--- config.mk ---
export PLATFORM = sky130hd
export DESIGN_NAME = gnt_front
export DESIGN_NICKNAME = d
export VERILOG_FILES = /design/src/design/gnt_pkg.sv /design/src/design/gnt_front.sv
export SDC_FILE = /design/constraint.sdc
export NUM_CORES = 1
export LEC_CHECK = 0
export ABC_AREA = 0
export ABC_CLOCK_PERIOD_IN_PS = 5500
export BUFFER_PORTS_ARGS = -buffer_cell sky130_fd_sc_hd__buf_2
export CAP_MARGIN = 15
export CORE_MARGIN = 1
export CORE_UTILIZATION = 25
export CTS_CLUSTER_SIZE = 28
export DETAILED_ROUTE_END_ITERATION = 8
export GPL_TIMING_DRIVEN = 0
export PLACE_DENSITY_LB_ADDON = 0.3
export SYNTH_ARGS = -nofsm -noshare
export SYNTH_HDL_FRONTEND = slang
export SYNTH_SLANG_ARGS = --single-unit
--- constraint.sdc ---
create_clock -name clock -period 5.5 [get_ports clock]
set_input_delay 0.825 -clock clock [delete_from_list [all_inputs] [get_ports clock]]
set_output_delay 0.825 -clock clock [all_outputs]
set_load 0.05 [all_outputs]
--- src/design/gnt_pkg.sv ---
`timescale 1ns / 1ps
`default_nettype none
// ----------------------------------------------------------------------------
// gnt_pkg: shared types and constants for the gradient noise turbulence block
// Request modes, table selects, sequencer states, queue entry layout and an arithmetic helper.
// ----------------------------------------------------------------------------
package gnt_pkg;

   localparam int TABLE_ENTRIES_DEF = 256;
   localparam int MAX_OCTAVES_DEF   = 8;

   typedef enum logic [1:0] {
      MODE_LOAD_GRAD = 2'd0,
      MODE_LOAD_PERM = 2'd1,
      MODE_NOISE     = 2'd2,
      MODE_NONE      = 2'd3
   } mode_type;

   typedef enum logic [1:0] {
      SEL_X    = 2'd0,
      SEL_Y    = 2'd1,
      SEL_Z    = 2'd2,
      SEL_NONE = 2'd3
   } sel_type;

   // Sequencer states of the back end.
   typedef enum logic [3:0] {
      ST_IDLE, ST_PERM, ST_GADDR, ST_GRAD, ST_FADE1, ST_FADE2, ST_DOT, ST_SUM,
      ST_BX, ST_BY, ST_BZ, ST_ACC, ST_DONE
   } bst_type;

   // Classified request passed from front to back.
   typedef struct packed {
      mode_type    mode;
      sel_type     sel;
      logic [7:0]  index;
      logic [15:0] gx;
      logic [15:0] gy;
      logic [15:0] gz;
      logic [7:0]  perm;
      logic [31:0] px;
      logic [31:0] py;
      logic [31:0] pz;
      logic [4:0]  octaves;
   } job_type;

   // Floor division by 2^16 of a signed value.
   function automatic logic signed [63:0] fshr16(input logic signed [63:0] v);
      fshr16 = v >>> 16;
   endfunction

endpackage : gnt_pkg
`default_nettype wire

--- src/design/gnt_front.sv ---
`timescale 1ns / 1ps
`default_nettype none
// ----------------------------------------------------------------------------
// gnt_front: request intake and classification
// Drops unknown modes, clamps octave counts and queues jobs for the back end.
// ----------------------------------------------------------------------------
module gnt_front
   import gnt_pkg::*;
#(
   parameter int MAX_OCTAVES = MAX_OCTAVES_DEF,
   parameter int DEPTH       = 4
) (
   input  wire logic        clock,
   input  wire logic        reset,
   input  wire logic        push,
   output logic             full,
   input  wire logic [1:0]  mode,
   input  wire logic [1:0]  table_select,
   input  wire logic [7:0]  table_index,
   input  wire logic [15:0] grad_x,
   input  wire logic [15:0] grad_y,
   input  wire logic [15:0] grad_z,
   input  wire logic [7:0]  perm_value,
   input  wire logic [31:0] point_x,
   input  wire logic [31:0] point_y,
   input  wire logic [31:0] point_z,
   input  wire logic [3:0]  octaves,
   output logic             job_valid,
   input  wire logic        job_take,
   output job_type          job
);
   localparam int AW = $clog2(DEPTH);

   job_type        q_ff [DEPTH];
   logic [AW-1:0]  wr_ff, wr_in, rd_ff, rd_in;
   logic [AW:0]    cnt_ff, cnt_in;
   job_type        cls;
   logic           wr_en, rd_en;

   // Classify the incoming request.
   always_comb begin
      cls.mode = mode_type'(mode);
      cls.sel = sel_type'(table_select);
      cls.index = table_index;
      cls.gx = grad_x;
      cls.gy = grad_y;
      cls.gz = grad_z;
      cls.perm = perm_value;
      cls.px = point_x;
      cls.py = point_y;
      cls.pz = point_z;
      if ({1'b0, octaves} > 5'(MAX_OCTAVES)) cls.octaves = 5'(MAX_OCTAVES);
      else cls.octaves = {1'b0, octaves};
   end

   assign full      = (cnt_ff == (AW+1)'(DEPTH));
   assign wr_en     = push && !full && (mode_type'(mode) != MODE_NONE);
   assign job_valid = (cnt_ff != '0);
   assign rd_en     = job_valid && job_take;
   assign job       = q_ff[rd_ff];

   // Advance pointers and count.
   always_comb begin
      wr_in  = wr_en ? AW'((32'(wr_ff) + 1) % DEPTH) : wr_ff;
      rd_in  = rd_en ? AW'((32'(rd_ff) + 1) % DEPTH) : rd_ff;
      cnt_in = cnt_ff + (AW+1)'(wr_en) - (AW+1)'(rd_en);
   end

   always_ff @(posedge clock) begin
      if (reset) begin
         wr_ff  <= '0;
         rd_ff  <= '0;
         cnt_ff <= '0;
      end else begin
         wr_ff  <= wr_in;
         rd_ff  <= rd_in;
         cnt_ff <= cnt_in;
      end
   end

   always_ff @(posedge clock) begin
      if (wr_en) q_ff[wr_ff] <= cls;
   end

   a_cnt_bound: assert property (@(posedge clock) disable iff (reset)
      cnt_ff <= (AW+1)'(DEPTH)) else $error("queue count overflow");
   a_no_full_write: assert property (@(posedge clock) disable iff (reset)
      full |=> cnt_ff == $past(cnt_ff) - (AW+1)'($past(rd_en)))
      else $error("write into full queue");
   a_oct_clamp: assert property (@(posedge clock) disable iff (reset)
      job_valid |-> job.octaves <= 5'(MAX_OCTAVES)) else $error("octave clamp");

endmodule : gnt_front
`default_nettype wire

==> results.sh <==
export IMPL_holdPathStages=1
export IMPL_cts_sinks=681
export IMPL_path_cells="buf_2, clkbuf_1, buf_6, buf_2, mux4_2, buf_2"
export IMPL_cp_max_fo=10
export IMPL_p_total_uw=15700
export IMPL_start_util_pct=25.18
export IMPL_fp_dieW_um=316.6
export IMPL_fin_nets=1544
export IMPL_critical_path_slowest_cell="clkbuf_1"
export IMPL_utilization_pct=31.27
export IMPL_critPathArrivalTime_ns=3.15
export IMPL_power_switching_uw=5377
export IMPL_grt_pass1_wl_um=78870
export IMPL_dr_pass1_iters=4
export IMPL_rr_worst_depth=5
export IMPL_cp_common_cell="buf_2"
export IMPL_skew_ns=0.02253
export IMPL_ctsHoldBuffers=0
export IMPL_seq_area_frac_synth_pct=82.26
export IMPL_ant_nets=0
export IMPL_p_int_uw=10330
export IMPL_cp_top_family="buffers and inverters"
export IMPL_postCtsSetupBuffers=0
export IMPL_vdd_ir_drop_max_mv=0.2685
export IMPL_die_h_um=316.6
export IMPL_drv_slew=0
export IMPL_grt_ovfl_total=0
export IMPL_cap_violations=0
export IMPL_avgSynthCellArea_um2=26.53
export IMPL_dieArea_um2=100300
export IMPL_num_vias=11150
export IMPL_port_buffers=340
export IMPL_slew_headroom_pct=38.55
export IMPL_setup_violations_final=0
export IMPL_ios=343
export IMPL_wl_per_cell_um=20.21
export IMPL_syn_nets=1112
export IMPL_area_growth_pct=24.19
export IMPL_grt_start_max_net_pins=52
export IMPL_worstPathRequired_ns=4.68
export IMPL_drive_gt1_share_pct=46.45
export IMPL_cts_resized=0
export IMPL_finalCriticalPeriod_ns=3.972
export IMPL_max_freq_mhz=251.7
export IMPL_fin_setup_tns_ns=0
export IMPL_fillCellCount=9404
export IMPL_viasPerCell=4.111
export IMPL_worst_pin_slew_ns=0.9218
export IMPL_pre_cts_ws_ns=1.999
export IMPL_worstSkewPairLatency_ns=0.63
export IMPL_synth_area_um2=24750
export IMPL_antenna_found_initial=9
export IMPL_sw_frac_of_total_pct=34.24
export IMPL_cts_root_buffer="clkbuf_16"
export IMPL_cts_made_buffers=77
export IMPL_rsz0062_at_grt="false"
export IMPL_ys_ff_latch=681
export IMPL_hold_viol=0
export IMPL_setup_slack_ns=1.528
export IMPL_max_stage_delay_ns=0.61
export IMPL_crit_path_start_kind="flop"
export IMPL_grt_total_usage_pct=10.82
export IMPL_synth_ff_type="edfxtp_1"
export IMPL_hp_class="input pin to flop"
export IMPL_route_detailed_drc=0
export IMPL_cts_tree="built"
export IMPL_synth_edff_count=672
export IMPL_grt_pass1_vias=12100
export IMPL_placedCellCount=2573
export IMPL_combPwrFrac_pct=30.1
export IMPL_power_density_nw_per_um2=510.9
export IMPL_htreeDepth=3
export IMPL_async_flop_share_pct=0
export IMPL_yosys_warnings=0
export IMPL_clock_path_buffers=3
export IMPL_ys_types=25
export IMPL_path_buf_inv=5
export IMPL_gp_congestion=0.6756
export IMPL_run_status="finished clean"
export IMPL_clock_power_share_pct=30.1
export IMPL_p_leak_uw=0.01005
export IMPL_syn_inst=933
export IMPL_row_count=115
export IMPL_seqPwrFrac_pct=39.8
export IMPL_core_area_um2=98280
export IMPL_cp_depth=6
export IMPL_wl_um=54800
export IMPL_dpl_hpwl_um=34480
export IMPL_clkSlewWorstSetupHoldPaths_ns=0.06
export IMPL_drt_iter0_markers=699
export IMPL_crit_type="flop to output pin"
export IMPL_endpoint_kind="output pin"
export IMPL_fin_crit_sh_pct=72.23
export IMPL_layoutNonFillerInstCount=2712
==> cell usage in the layout, fill, tap and decap left out, drive strengths merged <==
cell type / netlist / routed
a211oi: 1 / 1
and2: 5 / 5
buf: 34 / 387
bufinv: 0 / 3
clkbuf: 7 / 99
clkinv: 0 / 34
clkinvlp: 0 / 3
conb: 1 / 1
dfxtp: 9 / 9
diode: 0 / 2
edfxtp: 672 / 672
fa: 1 / 1
ha: 6 / 6
inv: 6 / 11
mux2: 1 / 1
mux2i: 1 / 1
mux4: 168 / 168
nand2b: 2 / 2
nor2: 7 / 7
nor2b: 4 / 4
nor3: 1 / 1
nor3b: 1 / 1
o311ai: 1 / 1
o31a: 1 / 1
or3: 1 / 1
xnor2: 1 / 1
xor2: 2 / 2
==> final timing paths <==
kind,from,endpoint,slack (ns)
worst min-delay path,point_y[10],q_ff[1][46],0.41
worst max register to register,cnt_ff[1],q_ff[2][135],2.64
worst max-delay path,flop,job[51],1.53
worst min register to register,wr_ff[1],wr_ff[1],0.53
==> per-stage QoR <==
step                      hold slack (ns)  area (um2)
after global routing               0.3528       30730
after floorplan                    0.4820       24750
final                              0.4085       30730
after global placement             0.4907       28070
after detailed placement           0.5264       28410
after CTS                          0.3381       30730
==> power by group through the flow <==
stage / registers (uW) / logic [uW] / clock network, uW
after floorplan: 6360 / 3570 / 0
after global placement: 6410 / 4770 / 0
after detailed placement: 6350 / 4860 / 0
after CTS: 6250 / 4870 / 4920
after global routing: 6270 / 5010 / 5090
final: 6240 / 4730 / 4730
==> worst register-to-register path, delay by kind of cell, from the launching register on <==
| kind | cells | cell delay, ns |
|---|---|---|
| compound gates | 1 | 0.52 |
| simple gates | 2 | 0.83 |
| flops | 1 | 0.46 |
| buf+inv | 2 | 0.67 |
==> synthesized netlist by cell type, drive strengths merged, types with 2 or more instances <==
| cell | instances | area share (%) |
|---|---|---|
| edfxtp | 672 | 82 |
| mux4 | 168 | 15 |
| buf | 34 | 1.1 |
| dfxtp | 9 | 0.73 |
| clkbuf | 7 | 0.11 |
| nor2 | 7 | 0.11 |
| ha | 6 | 0.30 |
| inv | 6 | 0.091 |
| and2 | 5 | 0.13 |
| nor2b | 4 | 0.10 |
| nand2b | 2 | 0.051 |
| xor2 | 2 | 0.071 |
==> registers in the layout, indices dropped and copies added (netlist names), named ones only <==
register,count
q_ff,672
cnt_ff,3
wr_ff,2
rd_ff,2
==> cell families after synthesis <==
| group | Yosys count | synth area share (%) |
|---|---|---|
| buffers and inverters | 47 | 1.274 |
| AO/OA/AOI/OAI | 3 | 0.1213 |
| multiplexers | 170 | 15.37 |
| XOR/XNOR | 3 | 0.1062 |
| other | 1 | 0.01515 |
| AND/OR/NAND/NOR | 21 | 0.4601 |
| adder cells (fa/ha/maj) | 7 | 0.3842 |
| flip-flops | 681 | 82.26 |
==> final cells by class <==
type                            instances  area (um2)  share of cell area [%]
Antenna cell                            2       5.005                 0.01628
Sequential cell                       681       20360                   66.24
Tap cell                             1287        1610                   5.239
Clock inverter                         45       312.8                   1.018
Timing Repair Buffer                  353        2043                   6.648
Inverter                                6       22.52                 0.07328
Clock buffer                           92        2004                   6.522
Buffer                                 41       292.8                  0.9526
Multi-Input combinational cell        205        4084                   13.29
==> per-layer routing <==
metal | GRT usage (%) | vias to the layer above | share of wire [%]
li1 | - | 4910 | -
met1 | 12.75 | 5859 | 39
met2 | 18.32 | 274 | 51
met3 | 3.663 | 92 | 6.8
met4 | 3.824 | 14 | 2.4
met5 | 0 | - | 0.16
Note: power is estimated with default switching activity, not from simulation.
